## src/hw/rtl/ncx_pkg.sv

```systemverilog
// Shared constants and types for the nonzero coordinate extractor.
package ncx_pkg;

  localparam int MAX_RANK       = 6;
  localparam int COORD_BITS     = 16;
  localparam int SIZE_BITS      = COORD_BITS + 1;
  localparam int RANK_BITS      = 3;
  localparam int AXIS_BITS      = 3;
  localparam int ELEM_BITS      = 64;
  localparam int TYPE_BITS      = 3;
  localparam int CFG_INDEX_BITS = 3;
  localparam int CFG_DATA_BITS  = 17;
  localparam int QUEUE_DEPTH    = 4;
  localparam int QPTR_BITS      = 2;

  localparam logic [SIZE_BITS-1:0] SIZE_LIMIT = {1'b1, {COORD_BITS{1'b0}}};

  // register indexes
  localparam logic [CFG_INDEX_BITS-1:0] REG_ELEM_TYPE   = 3'd0;
  localparam logic [CFG_INDEX_BITS-1:0] REG_TENSOR_RANK = 3'd1;
  localparam logic [CFG_INDEX_BITS-1:0] REG_AXIS_SIZE_0 = 3'd2;

  // element type codes
  localparam logic [TYPE_BITS-1:0] TYPE_F32  = 3'd0;
  localparam logic [TYPE_BITS-1:0] TYPE_I32  = 3'd1;
  localparam logic [TYPE_BITS-1:0] TYPE_I64  = 3'd2;
  localparam logic [TYPE_BITS-1:0] TYPE_I8   = 3'd3;
  localparam logic [TYPE_BITS-1:0] TYPE_BOOL = 3'd4;

  typedef struct packed {
    logic [TYPE_BITS-1:0]                elem_type;
    logic [RANK_BITS-1:0]                tensor_rank;
    logic [MAX_RANK-1:0][SIZE_BITS-1:0]  axis_size;
  } cfg_t;

  typedef struct packed {
    logic [RANK_BITS-1:0]                rank;
    logic [MAX_RANK-1:0][COORD_BITS-1:0] coords;
  } entry_t;

endpackage

```

## src/hw/rtl/ncx_elem_if.sv

```systemverilog
// Element input channel: valid/ready with element payload.
interface ncx_elem_if;
  import ncx_pkg::*;

  logic                 valid;
  logic                 ready;
  logic [ELEM_BITS-1:0] elem_bits;
  logic                 first_element;

  modport source (output valid, elem_bits, first_element, input ready);
  modport sink (input valid, elem_bits, first_element, output ready);
endinterface

```

## src/hw/rtl/ncx_coord_if.sv

```systemverilog
// Coordinate output channel: valid/ready with one axis coordinate per word.
interface ncx_coord_if;
  import ncx_pkg::*;

  logic                  valid;
  logic                  ready;
  logic [COORD_BITS-1:0] axis_coord;
  logic [AXIS_BITS-1:0]  axis_number;
  logic                  last_axis;

  modport source (output valid, axis_coord, axis_number, last_axis, input ready);
  modport sink (input valid, axis_coord, axis_number, last_axis, output ready);
endinterface

```

## src/hw/rtl/ncx_front.sv

```systemverilog
// Front end: element truth test and mixed-radix coordinate counter.
module ncx_front (
  input  logic           clk,
  input  logic           rst,
  input  ncx_pkg::cfg_t  cfg,
  ncx_elem_if.sink       elems,
  input  logic           q_full,
  output logic           q_push,
  output ncx_pkg::entry_t q_data
);
  import ncx_pkg::*;

  logic [MAX_RANK-1:0][COORD_BITS-1:0] coord;
  logic [MAX_RANK-1:0][COORD_BITS-1:0] coord_next;
  logic [MAX_RANK-1:0][COORD_BITS-1:0] base;
  logic [MAX_RANK-1:0][SIZE_BITS-1:0]  eff_size;
  logic [RANK_BITS-1:0]                rank;
  logic                                is_true;
  logic                                accept;

  assign elems.ready = !q_full;
  assign accept      = elems.valid && elems.ready;

  always_comb begin
    if (cfg.tensor_rank == '0) begin
      rank = RANK_BITS'(1);
    end else if (cfg.tensor_rank > RANK_BITS'(MAX_RANK)) begin
      rank = RANK_BITS'(MAX_RANK);
    end else begin
      rank = cfg.tensor_rank;
    end
  end

  always_comb begin
    for (int i = 0; i < MAX_RANK; i++) begin
      if (cfg.axis_size[i] == '0) begin
        eff_size[i] = SIZE_BITS'(1);
      end else if (cfg.axis_size[i] > SIZE_LIMIT) begin
        eff_size[i] = SIZE_LIMIT;
      end else begin
        eff_size[i] = cfg.axis_size[i];
      end
    end
  end

  // float32 ignores the sign bit; unknown codes test all 64 bits
  always_comb begin
    unique case (cfg.elem_type)
      TYPE_F32:          is_true = |elems.elem_bits[30:0];
      TYPE_I32:          is_true = |elems.elem_bits[31:0];
      TYPE_I64:          is_true = |elems.elem_bits;
      TYPE_I8, TYPE_BOOL: is_true = |elems.elem_bits[7:0];
      default:           is_true = |elems.elem_bits;
    endcase
  end

  assign base = elems.first_element ? '0 : coord;

  // innermost axis first; stop at the first axis that does not wrap
  always_comb begin
    logic                 carry;
    logic [SIZE_BITS-1:0] inc;
    coord_next = base;
    carry      = 1'b1;
    for (int i = MAX_RANK - 1; i >= 0; i--) begin
      inc = SIZE_BITS'(base[i]) + SIZE_BITS'(1);
      if (carry && (RANK_BITS'(i) < rank)) begin
        if (inc >= eff_size[i]) begin
          coord_next[i] = '0;
        end else begin
          coord_next[i] = inc[COORD_BITS-1:0];
          carry         = 1'b0;
        end
      end
    end
  end

  always_ff @(posedge clk) begin
    if (rst) begin
      coord <= '0;
    end else if (accept) begin
      coord <= coord_next;
    end
  end

  assign q_push        = accept && is_true;
  assign q_data.rank   = rank;
  assign q_data.coords = base;

endmodule

```

## src/hw/rtl/ncx_fifo.sv

```systemverilog
// Short queue of latched coordinates between front and back end.
module ncx_fifo (
  input  logic            clk,
  input  logic            rst,
  input  logic            push,
  input  ncx_pkg::entry_t push_data,
  output logic            full,
  input  logic            pop,
  output ncx_pkg::entry_t pop_data,
  output logic            empty
);
  import ncx_pkg::*;

  entry_t               slots [QUEUE_DEPTH];
  logic [QPTR_BITS-1:0] wr_ptr;
  logic [QPTR_BITS-1:0] rd_ptr;
  logic [QPTR_BITS:0]   count;
  logic [QPTR_BITS:0]   count_next;

  assign full     = (count == (QPTR_BITS + 1)'(QUEUE_DEPTH));
  assign empty    = (count == '0);
  assign pop_data = slots[rd_ptr];

  always_comb begin
    count_next = count;
    if (push && !pop) begin
      count_next = count + (QPTR_BITS + 1)'(1);
    end else if (pop && !push) begin
      count_next = count - (QPTR_BITS + 1)'(1);
    end
  end

  always_ff @(posedge clk) begin
    if (rst) begin
      wr_ptr <= '0;
      rd_ptr <= '0;
      count  <= '0;
    end else begin
      count <= count_next;
      if (push) begin
        wr_ptr <= wr_ptr + QPTR_BITS'(1);
      end
      if (pop) begin
        rd_ptr <= rd_ptr + QPTR_BITS'(1);
      end
    end
  end

  always_ff @(posedge clk) begin
    if (push) begin
      slots[wr_ptr] <= push_data;
    end
  end

endmodule

```

## src/hw/rtl/ncx_back.sv

```systemverilog
// Back end: serializes a latched coordinate into one word per axis.
module ncx_back (
  input  logic            clk,
  input  logic            rst,
  input  ncx_pkg::entry_t q_data,
  input  logic            q_empty,
  output logic            q_pop,
  ncx_coord_if.source     coords
);
  import ncx_pkg::*;

  entry_t               cur;
  logic                 cur_valid;
  logic [AXIS_BITS-1:0] idx;
  logic                 out_free;
  logic                 emit;
  logic                 at_last;

  assign out_free = !coords.valid || coords.ready;
  assign emit     = cur_valid && out_free;
  assign at_last  = (idx == AXIS_BITS'(cur.rank - RANK_BITS'(1)));
  assign q_pop    = !q_empty && (!cur_valid || (emit && at_last));

  always_ff @(posedge clk) begin
    if (rst) begin
      cur_valid <= 1'b0;
      idx       <= '0;
    end else if (q_pop) begin
      cur_valid <= 1'b1;
      idx       <= '0;
    end else if (emit && at_last) begin
      cur_valid <= 1'b0;
    end else if (emit) begin
      idx <= idx + AXIS_BITS'(1);
    end
  end

  always_ff @(posedge clk) begin
    if (q_pop) begin
      cur <= q_data;
    end
  end

  always_ff @(posedge clk) begin
    if (rst) begin
      coords.valid <= 1'b0;
    end else if (emit) begin
      coords.valid <= 1'b1;
    end else if (coords.ready) begin
      coords.valid <= 1'b0;
    end
  end

  always_ff @(posedge clk) begin
    if (emit) begin
      coords.axis_coord  <= cur.coords[idx];
      coords.axis_number <= idx;
      coords.last_axis   <= at_last;
    end
  end

endmodule

```

## src/hw/rtl/nonzero_coordinate_extractor.sv

```systemverilog
// Streaming argwhere: emits the coordinate of every nonzero element, one axis per word.
// Elements are taken one per cycle whenever the 4-entry coordinate queue has room; the
// front end tests each element and steps a row-major coordinate counter in that cycle.
// A true element costs one output word per axis of its rank (tensor_rank held to 1..6),
// sent one per cycle by the back-end serializer while the output is ready, so sustained
// throughput is one element per cycle on sparse data; the output port caps dense runs.
// Words pass the queue slot, the back-end entry and output registers. first_element
// restarts the counter at zero; past the last element the outermost axis wraps.
// The user writes configuration via cfg_we/cfg_index/cfg_data only while idle (unchecked).
module nonzero_coordinate_extractor (
  input  logic                                 clk,
  input  logic                                 rst,
  ncx_elem_if.sink                             elems,
  ncx_coord_if.source                          coords,
  input  logic                                 cfg_we,
  input  logic [ncx_pkg::CFG_INDEX_BITS-1:0]   cfg_index,
  input  logic [ncx_pkg::CFG_DATA_BITS-1:0]    cfg_data
);
  import ncx_pkg::*;

  cfg_t   cfg;
  logic   q_push;
  entry_t q_push_data;
  logic   q_full;
  logic   q_pop;
  entry_t q_pop_data;
  logic   q_empty;

  always_ff @(posedge clk) begin
    if (rst) begin
      cfg.elem_type   <= TYPE_F32;
      cfg.tensor_rank <= RANK_BITS'(1);
      for (int i = 0; i < MAX_RANK; i++) begin
        cfg.axis_size[i] <= SIZE_BITS'(1);
      end
    end else if (cfg_we) begin
      unique case (cfg_index)
        REG_ELEM_TYPE:   cfg.elem_type   <= cfg_data[TYPE_BITS-1:0];
        REG_TENSOR_RANK: cfg.tensor_rank <= cfg_data[RANK_BITS-1:0];
        default: cfg.axis_size[AXIS_BITS'(cfg_index - REG_AXIS_SIZE_0)] <=
                   cfg_data[SIZE_BITS-1:0];
      endcase
    end
  end

  ncx_front u_front (
    .clk    (clk),
    .rst    (rst),
    .cfg    (cfg),
    .elems  (elems),
    .q_full (q_full),
    .q_push (q_push),
    .q_data (q_push_data)
  );

  ncx_fifo u_fifo (
    .clk       (clk),
    .rst       (rst),
    .push      (q_push),
    .push_data (q_push_data),
    .full      (q_full),
    .pop       (q_pop),
    .pop_data  (q_pop_data),
    .empty     (q_empty)
  );

  ncx_back u_back (
    .clk     (clk),
    .rst     (rst),
    .q_data  (q_pop_data),
    .q_empty (q_empty),
    .q_pop   (q_pop),
    .coords  (coords)
  );

endmodule

```

## src/flat_wrapper.sv

```systemverilog
// flat-port wrapper written by rule: the top's interface ports become plain ports
module nonzero_coordinate_extractor_flat import ncx_pkg::*;
  (clk, rst, cfg_we, cfg_index, cfg_data, elems_valid, elems_elem_bits, elems_first_element, elems_ready, coords_valid, coords_axis_coord, coords_axis_number, coords_last_axis, coords_ready);
  ncx_elem_if elems_i ();
  ncx_coord_if coords_i ();
  input  logic clk;
  input  logic rst;
  input  logic cfg_we;
  input  logic [ncx_pkg::CFG_INDEX_BITS-1:0] cfg_index;
  input  logic [ncx_pkg::CFG_DATA_BITS-1:0] cfg_data;
  input wire logic [$bits(elems_i.valid)-1:0] elems_valid;
  input wire logic [$bits(elems_i.elem_bits)-1:0] elems_elem_bits;
  input wire logic [$bits(elems_i.first_element)-1:0] elems_first_element;
  output wire logic [$bits(elems_i.ready)-1:0] elems_ready;
  output wire logic [$bits(coords_i.valid)-1:0] coords_valid;
  output wire logic [$bits(coords_i.axis_coord)-1:0] coords_axis_coord;
  output wire logic [$bits(coords_i.axis_number)-1:0] coords_axis_number;
  output wire logic [$bits(coords_i.last_axis)-1:0] coords_last_axis;
  input wire logic [$bits(coords_i.ready)-1:0] coords_ready;
  assign elems_i.valid = elems_valid;
  assign elems_i.elem_bits = elems_elem_bits;
  assign elems_i.first_element = elems_first_element;
  assign elems_ready = elems_i.ready;
  assign coords_valid = coords_i.valid;
  assign coords_axis_coord = coords_i.axis_coord;
  assign coords_axis_number = coords_i.axis_number;
  assign coords_last_axis = coords_i.last_axis;
  assign coords_i.ready = coords_ready;
  nonzero_coordinate_extractor u_core (.clk(clk), .rst(rst), .elems(elems_i), .coords(coords_i), .cfg_we(cfg_we), .cfg_index(cfg_index), .cfg_data(cfg_data));
endmodule
```

## config.mk

```make
export PLATFORM = sky130hd
export DESIGN_NAME = nonzero_coordinate_extractor_flat
export DESIGN_NICKNAME = d
export VERILOG_FILES = /design/src/hw/rtl/ncx_pkg.sv /design/src/hw/rtl/ncx_elem_if.sv /design/src/hw/rtl/ncx_coord_if.sv /design/src/hw/rtl/ncx_front.sv /design/src/hw/rtl/ncx_fifo.sv /design/src/hw/rtl/ncx_back.sv /design/src/hw/rtl/nonzero_coordinate_extractor.sv /design/src/flat_wrapper.sv
export SDC_FILE = /design/constraint.sdc
export NUM_CORES = 1
export LEC_CHECK = 0
export BUFFER_PORTS_ARGS = -buffer_cell sky130_fd_sc_hd__buf_2
export CAP_MARGIN = 30
export CORE_UTILIZATION = 30
export DETAILED_ROUTE_END_ITERATION = 8
export GPL_TIMING_DRIVEN = 0
export SLEW_MARGIN = 20
export SYNTH_ARGS = -nofsm -noshare
export SYNTH_HDL_FRONTEND = slang
export SYNTH_SLANG_ARGS = --single-unit
```

## constraint.sdc

```tcl
create_clock -name clk -period 11.13 [get_ports clk]
set_clock_uncertainty 0.05 [all_clocks]
set_input_delay 0 -clock clk [delete_from_list [all_inputs] [get_ports clk]]
set_output_delay 0 -clock clk [all_outputs]
set_load 0.05 [all_outputs]
```

* Word level (Yosys, flattened, before mapping)
Memory sizes are Yosys's and may differ from the RTL's. A register that Yosys moved wholly into a read port is not among the register bits.
Index checks and enable logic that the tools add are counted.
** Word-level totals
- Bits in registers :: 236
- Bits in latches :: 0
- RAM bits :: 396
- Memory bits (read-only) :: 0
- Bits of input ports :: 90
- Output and inout bits :: 22
- Logic and storage cells :: 163
- Memories kept :: 1
** Memories
- u_core.u_fifo.slots :: depth 4, bits a word 99, read ports 1, clocked after Yosys merged registers in 1, wr ports 1, line ncx_fifo.sv:14 : entry_t slots [QUEUE_DEPTH];
** Operators by class
- $add $sub $neg :: 13
- Multiply operators :: 0
- Divide/modulo/power cells :: 0
- Magnitude comparators :: 22
- Equal/unequal tests :: 6
- Shift operators :: 0
- Mux-type cells :: 51
- Bitwise operators :: 2
- Reduce and logical (&&, ||, !) cells :: 45
** Operator list (count)
- $mux W17 :: 13
- $mux W16 :: 13
- $add A16 B1 Y17 const B :: 6
- $bwmux W102 :: 1
- $ge A17 B17 Y1 :: 6
- $gt A17 B17 Y1 const B :: 6
- $logic_not A17 Y1 :: 6
- $mux W96 :: 1
- $reduce_or A64 Y1 :: 1
- $demux W17 S3 :: 1
- $bmux W16 S3 :: 1
- $reduce_or A32 Y1 :: 1
- $reduce_or A31 Y1 :: 1
- $mux W1 :: 16
- $logic_and A1 B1 Y1 :: 13
- $logic_not A3 Y1 :: 4
- $mux W3 :: 4
- $lt A3 B4 Y1 const B :: 2
- $reduce_and A2 Y1 :: 4
- $reduce_or A8 Y1 :: 1
- $add A3 B1 Y3 const B :: 2
- $eq A3 B1 Y1 const B :: 2
- $eq A3 B3 Y1 const B :: 2
- $logic_not A1 Y1 :: 6
- 15 further kinds :: 26

* Logic depth before layout (Yosys ltp)
Gate-level depths: netlist of the first run.
- Word-level depth :: 16
- Gate-level depth with buffers :: 27
- Mapped depth without buffers :: 19

* Modules after synthesis
Synthesis of the first run repeated with hierarchy kept, for this count alone.
** Unflattened totals
- Cells, all modules :: 2512
- Area total of the unflattened synthesis :: 33409.5 um^2
** Modules (own cells, without submodules)
- ncx_fifo :: times used 1, cells an instance 561, area each 14679.1 um^2, seq. area each 12071.6 um^2
- ncx_front :: times used 1, cells an instance 1336, area each 9795.6 um^2, seq. area each 1921.8 um^2
- ncx_back :: times used 1, cells an instance 229, area each 4657.0 um^2, seq. area each 3673.5 um^2
- nonzero_coordinate_extractor :: times used 1, cells an instance 386, area each 4277.9 um^2, seq. area each 2162.1 um^2

* Least setup slack after synthesis of the first run
Ideal clock, no wire load.
- Path type :: reg-to-reg
- From :: register u_core.u_back.cur[96] (netlist name)
- To :: register u_core.u_fifo.count[2]
- Data arrival time :: 5449 ps
- Slack :: 5560 ps
- Cell stages (with the launch flop) :: 16
- Path buffers :: 1
- Period minus slack after synthesis :: 5570 ps
- Cells stage by stage :: edfxtp_1 -> inv_1 -> ha_1 -> xor2_1 -> xnor2_1 -> nand3_1 -> o21ai_0 -> o31a_1 -> clkbuf_1 -> inv_1 -> ha_1 -> inv_1 -> fa_1 -> xor2_1 -> or3_1 -> a21oi_1
** On the way
- Cells in the longest elaborated chain, start to end :: 8
- Elaborated cells between the ends (all ways) :: 10
** Ends and longest elaborated chain
- $sub A3 B1 Y3 (*) :: line ncx_back.sv:21 : assign at_last = (idx == AXIS_BITS'(cur.rank - RANK_BITS'(1)));
- $eq A3 B3 Y1 (*) :: line ncx_back.sv:21
- $logic_and A1 B1 Y1 (*) :: line ncx_back.sv:22 : assign q_pop = !q_empty && (!cur_valid || (emit && at_last));
- $logic_or A1 B1 Y1 (*) :: line ncx_back.sv:22
- $logic_and A1 B1 Y1 (*) :: line ncx_back.sv:22
- via u_core.q_pop :: line nonzero_coordinate_extractor.sv:25 : logic q_pop;
- $logic_not A1 Y1 :: line ncx_fifo.sv:26 : if (push && !pop) begin
- $logic_and A1 B1 Y1 :: line ncx_fifo.sv:26
- $mux W3 or $reduce_bool A2 Y1 (tied branches)
- to (signal assigned) :: line ncx_fifo.sv:39 : count <= count_next;
- to (decl) :: line ncx_fifo.sv:17 : logic [QPTR_BITS:0] count;
The timed path passes the listed nets; every way through them passes the cells marked *.
A chain may end at the register's enable or synchronous reset.

==> flow_metrics.env, run 1 <==
export IMPL_antenna_found_initial=3
export IMPL_design_core_area_um2=107400
export IMPL_yosysWarnings=0
export IMPL_drive_gt1_share_pct=15.08
export IMPL_setup_tns_ps=0
export IMPL_fmax_mhz=125.1
export IMPL_netlist_area_um2=32590
export IMPL_utilization_pct=35.48
export IMPL_clock_latency_ps=630
export IMPL_port_buffers=105
export IMPL_place_gp_congestion=0.8785
export IMPL_remaining_drc_errors=0
export IMPL_synth_cell_types=90
export IMPL_vias=21450
export IMPL_cts_buffers_inserted=78
export IMPL_path_clk_slew_ps=60
export IMPL_r2r_end="u_core.u_front.coord[25]"
export IMPL_grt_pass1_wl_um=131200
export IMPL_ir_drop_uv=141.3
export IMPL_fillers=10380
export IMPL_grt_max_degree=46
export IMPL_hold_viol=0
export IMPL_p_per_area_nw_per_um2=198.7
export IMPL_switching_share_pct=28.16
export IMPL_rows=120
export IMPL_slew_headroom_pct=29.88
export IMPL_pwr_share_comb_pct=19.8
export IMPL_overflow=0
export IMPL_min_path_type="primary input to register"
export IMPL_switchingPower_mw=2.131
export IMPL_synth_seq_cells=731
export IMPL_async_reset_ff_share_pct=0
export IMPL_dieArea_um2=109900
export IMPL_r2r_start="u_core.u_front.coord[32]"
export IMPL_finalCritPeriodShare_pct=71.79
export IMPL_timing_final_ws_setup_ps=3140
export IMPL_die_height_um=331.6
export IMPL_whs_endpoint="u_core.u_fifo.wr_ptr[0]"
export IMPL_path_class="primary input to register"
export IMPL_p_seq_share_pct=47.1
export IMPL_path_max_fanout=10
export IMPL_grt_pass1_vias=20670
export IMPL_arrival_ps=8500
export IMPL_regArea_um2=19790
export IMPL_cts_resized=0
export IMPL_place_area_um2=35220
export IMPL_startpoint_type="primary input"
export IMPL_drt_iter0_markers=2020
export IMPL_postCtsHoldBufs=29
export IMPL_status="finished, final reports clean"
export IMPL_start_util_pct=30.35
export IMPL_min_from="elems_elem_bits[19]"
export IMPL_numClockSinks=731
export IMPL_cts_tree="yes"
export IMPL_ios=112
export IMPL_drtAntennaViolNets=0
export IMPL_worstSetupEndpointType="register"
export IMPL_fin_area_um2=38080
export IMPL_p_total_mw=7.568
export IMPL_syn_avg_cell_area_um2=12.79
export IMPL_dp_slack_ps=3160
export IMPL_dpl_hpwl_um=64710
export IMPL_rsz0062_at_grt="no"
export IMPL_worstMarginPinSlew_ps=1050
export IMPL_rrSetupSlack_ps=5370
export IMPL_r2r_cells=17
export IMPL_cts_htree_levels=3
export IMPL_dr_pass1_iters=5
export IMPL_wl_um=87750
export IMPL_cts_setup_buffers=0
export IMPL_multi_input_area_um2=12020
export IMPL_wl_per_cell_um=20.66
export IMPL_synth_ff_type="edfxtp_1"
export IMPL_finalNetCount=2995
export IMPL_synthesis_nets=2754
export IMPL_maxCapViolCount=0
export IMPL_p_int_mw=5.437
export IMPL_synth_edf_count=515
export IMPL_synthToLayoutAreaGrowth_pct=16.88
export IMPL_ys_seq_area_share_pct=60.73
export IMPL_setup_viol_count_final=0
export IMPL_required_ps=11640
export IMPL_p_leak_nw=13.32
export IMPL_clock_path_buffers=3
export IMPL_die_w_um=331.6
export IMPL_cts_root_buf="clkbuf_16"
export IMPL_holdPathStages=9
export IMPL_finalMaxSlewViolations=0
export IMPL_pwr_share_clk_pct=33.1
export IMPL_via_per_inst=5.049
export IMPL_syn_inst=2548
export IMPL_track_usage_pct=15.72
export IMPL_period_minus_slack_ps=7990
-- sequential cells by signal (all words and copies together), names as in the netlist --
signal	flops
u_core.u_front.coord	96
u_core.u_back.coords.axis_coord	16
u_core.u_back.coords.last_axis	1
u_core.u_back.cur	99
u_core.u_fifo.count	3
u_core.u_back.cur_valid	1
u_core.u_back.idx	3
u_core.u_back.coords.axis_number	3
u_core.u_back.coords.valid	1
u_core.u_fifo.wr_ptr	2
u_core.u_fifo.rd_ptr	2
u_core.u_fifo.slots	396
u_core.cfg	108
-- synth_stat cells, types with 41 or more instances --
master    number  area (um^2)
xor2_1        47        411.6
nand2_1      377         1415
mux4_2       115         2590
dfxtp_1      216         4324
a21oi_1      182        910.9
edfxtp_1     515        15460
nor2_1       124        465.5
nor2b_1       85        531.8
inv_1         73        274.0
o21ai_0       50        250.2
nand3_1       43        215.2
ha_1         115         1439
clkbuf_1      86        322.8
nor4_1        41        256.5
-- worst max-delay path, stage by stage --
cell           delay [ps]
dlygate4sd3_1         580
buf_6                 190
buf_6                 200
clkbuf_1              580
buf_2                 490
buf_1                 730
buf_2                 430
clkbuf_1              600
nor2b_1               370
ha_1                  400
and2_1                200
and4_1                210
and3_1                200
and3_1                230
nand3_1               130
nand2_1                80
a21oi_1               240
ha_1                  280
and3_1                180
a221o_1               380
or3_4                 390
a31oi_4               200
a211oi_2               90
nand2_1               310
o2bb2ai_1             280
buf_2                 320
a221o_1               170
-- kinds of logic (layout without fill, tap and decap cells) --
group / after synthesis / in the layout / synth area share, %
and+or+nand+nor: 872 / 872 / 13.06
adders and majority gates: 116 / 116 / 4.477
AOI/OAI and AO/OA: 404 / 404 / 8.229
other: 0 / 1 / 0
muxes: 141 / 141 / 8.751
DFF: 731 / 731 / 60.73
buffers and inverters: 198 / 494 / 2.442
xor gates and xnor gates: 86 / 86 / 2.312
-- layout make-up --
cell class / count / share of cell area, %
clock inverters: 32 / 0.8148
flip-flops and latches: 731 / 51.96
well taps: 1403 / 4.609
diodes: 1 / 0.006571
multi-input cells: 1619 / 31.56
clock buffers: 103 / 5.608
plain buffers: 123 / 1.363
inverters: 75 / 0.7392
repair buffers: 161 / 3.341
-- power groups by stage --
stage,clock [mW],combinational (mW),sequential (mW)
6_report,2.50,1.50,3.57
5_1_grt,2.64,1.61,3.60
4_1_cts,2.54,1.51,3.58
3_5_place_dp,0,1.50,3.64
3_3_place_gp,0,1.42,3.71
2_1_floorplan,0,0.876,3.69
-- stage by stage --
step | std cells | hold WS (ps)
floorplan | 2548 | 85.97
global placement | 4056 | 269.5
detailed placement | 4072 | 303.0
CTS | 4236 | 110.7
global route | 4247 | 189.4
finish | 4248 | 133.4
-- cell usage in the layout (no fill, tap or decap), drive strengths merged, types with 29 or more instances in the layout --
cell type and count:
edfxtp 515, nand2 378, dfxtp 216, clkbuf 192, a21oi 182, buf 166
nor2 124, mux4 115, ha 115, nor2b 87, inv 78, o21ai 53
xor2 47, nand3 44, nor4 41, xnor2 39, nand4 31, and3 31
dlygate4sd3 29
-- routing by layer --
metal | vias to the layer above | track usage (%) | wire length, um
met5 | - | 0 | 0
met2 | 714 | 24.88 | 39830
met3 | 137 | 2.087 | 5121
met4 | 0 | 5.265 | 2660
li1 | 10010 | - | -
met1 | 10590 | 22.14 | 40140
-- worst max-delay path by stage --
stage / from / end / slack [ps] / cells past startpoint
6_report: elems_first_element / u_core.u_front.coord[25] / 3140 / 27
5_1_grt: elems_first_element / u_core.u_front.coord[28] / 2960 / 27
4_1_cts: elems_first_element / u_core.u_front.coord[25] / 3170 / 27
3_5_place_dp: elems_first_element / u_core.u_front.coord[25] / 3160 / 26
3_3_place_gp: u_core.u_back.idx[1] / u_core.u_fifo.count[2] / 2930 / 13
2_1_floorplan: u_core.u_back.cur[96] / u_core.u_fifo.count[2] / 5560 / 15
No activity file was read; power rests on OpenSTA's default activity.
==> run 2: changes to the inputs <==
Clock period 11.13 ns to 7 ns, I/O delays scaled along.
==> flow_metrics.env, run 2 (same netlist as run 1, synthesis figures left out) <==
export IMPL_startpoint_type="primary input"
export IMPL_remaining_drc_errors=0
export IMPL_crit_family="simple AND/OR/NAND/NOR gates"
export IMPL_die_w_um=331.6
export IMPL_cts_htree_levels=3
export IMPL_min_path_type="primary input to register"
export IMPL_finalMaxSlewViolations=0
export IMPL_p_per_area_nw_per_um2=315.5
export IMPL_die_height_um=331.6
export IMPL_cts_tree="yes"
export IMPL_numClockSinks=731
export IMPL_start_util_pct=30.35
export IMPL_utilization_pct=35.51
export IMPL_final_common_cell="edfxtp_1"
export IMPL_rsz0062_at_grt="no"
export IMPL_design_core_area_um2=107400
export IMPL_fin_area_um2=38120
export IMPL_vias=21410
export IMPL_r2r_cells=19
export IMPL_regMostFlops="u_core.u_fifo.slots"
export IMPL_path_clk_slew_ps=60
export IMPL_path_max_fanout=10
export IMPL_place_gp_congestion=0.8785
export IMPL_r2r_start="u_core.u_front.coord[48]"
export IMPL_r2r_end="u_core.u_front.coord[25]"
export IMPL_wl_um=87960
export IMPL_rows=120
export IMPL_cts_root_buf="clkbuf_16"
export IMPL_rrSetupSlack_ps=1260
export IMPL_crit_start="elems_first_element"
export IMPL_worstSetupEndpointType="register"
export IMPL_synthToLayoutAreaGrowth_pct=16.98
export IMPL_setup_viol_count_final=0
export IMPL_overflow=0
export IMPL_via_per_inst=5.037
export IMPL_finalCritPeriodShare_pct=97.73
export IMPL_period_minus_slack_ps=6841
export IMPL_final_cell_mix="edfxtp_1 (515), nand2_1 (377), dfxtp_1 (216)"
export IMPL_required_ps=7510
export IMPL_hold_viol=0
export IMPL_largest_register_ffs=396
export IMPL_finalNetCount=2996
export IMPL_maxCapViolCount=0
export IMPL_holdWs_ps=54.67
export IMPL_slew_headroom_pct=32.25
export IMPL_arrival_ps=7360
export IMPL_grt_pass1_wl_um=131400
export IMPL_cp_slowest_cell="nor2b_1"
export IMPL_place_area_um2=35220
export IMPL_dieArea_um2=109900
export IMPL_grt_pass1_vias=20700
export IMPL_drive_gt1_share_pct=15.25
export IMPL_status="finished, final reports clean"
export IMPL_clock_path_buffers=3
export IMPL_drt_iter0_markers=1911
export IMPL_p_leak_nw=13.33
export IMPL_antenna_found_initial=2
export IMPL_worstMarginPinSlew_ps=1014
export IMPL_cts_buffers_inserted=78
export IMPL_cts_setup_buffers=0
export IMPL_dr_pass1_iters=5
export IMPL_clock_latency_ps=620
export IMPL_top_regs="u_core.u_fifo.slots: 396 flops, u_core.cfg: 108 flops, u_core.u_back.cur: 99 flops"
export IMPL_ir_drop_uv=224.5
export IMPL_path_class="primary input to register"
export IMPL_max_stage_delay_ps=730
export IMPL_fmax_mhz=146.2
export IMPL_drtAntennaViolNets=0
export IMPL_dpl_hpwl_um=64710
export IMPL_grt_max_degree=46
export IMPL_port_buffers=105
export IMPL_wl_per_cell_um=20.70
export IMPL_fillers=10370
export IMPL_cp_buffers_inverters=8
export IMPL_track_usage_pct=15.76
export IMPL_cp_depth=26
export IMPL_crit_end="u_core.u_front.coord[25]"
export IMPL_ios=112
[run 2: worst min path at each step]
stage | start | to | cells after the start
after floorplan | cfg_data[15] | u_core.cfg[100] | 2
after global placement | coords_ready | u_core.u_back.coords.valid | 4
after global routing | elems_first_element | u_core.u_front.coord[42] | 6
final | elems_first_element | u_core.u_front.coord[42] | 6
after detailed placement | coords_ready | u_core.u_back.coords.valid | 4
after CTS | elems_first_element | u_core.u_front.coord[42] | 6
[run 2: layout make-up]
class	count	area [um^2]	area share [%]
Buffer	123	534.3	1.402
Antenna cell	2	5.005	0.01313
Clock buffer	103	2136	5.603
Clock inverter	32	310.3	0.8140
Sequential cell	731	19790	51.91
Inverter	75	281.5	0.7385
Timing Repair Buffer	162	1282	3.364
Tap cell	1403	1755	4.605
Multi-Input combinational cell	1619	12030	31.55
[run 2: layer usage]
metal  track usage (%)  vias up  share of wire, %
met5                 0        -                 0
met4             5.661        0               3.3
met3             2.227      133               6.3
met2             24.88      713                45
met1             22.01    10550                45
li1                  -    10020                 -
[run 2: per-stage QoR]
stage,power [mW],TNS [ps],instances,worst slack (ps)
3_5_place_dp,8.163,-57310,4072,-970.5
5_1_grt,12.48,0,4248,30.89
2_1_floorplan,7.260,0,2548,1430
4_1_cts,12.13,0,4237,270.4
3_3_place_gp,8.149,-133870,4056,-1198
6_report,12.03,0,4250,159.2
[run 2: worst register-to-register path, delay by kind of cell (launching register included)]
| kind | cells | cell delay, ps |
|---|---|---|
| AO/OA/AOI/OAI | 6 | 1360 |
| buffers and inverters | 1 | 330 |
| flip-flops | 1 | 390 |
| AND/OR/NAND/NOR | 10 | 2860 |
| adder cells (fa/ha/maj) | 2 | 690 |
[run 2: power breakdown]
group / switching (mW) / total, mW / internal, mW
Combinational: 1.44 / 2.38 / 0.937
Clock: 1.71 / 3.98 / 2.27
Sequential: 0.232 / 5.67 / 5.44
Total: 3.38 / 12.0 / 8.65
[run 2: timing repair]
action | CTS | global route
setup endpoints to repair | 46 | 2
hold buffers | 30 | 0
gates resized for setup | 3 | 5
endpoints found under the hold margin | 152 | 0
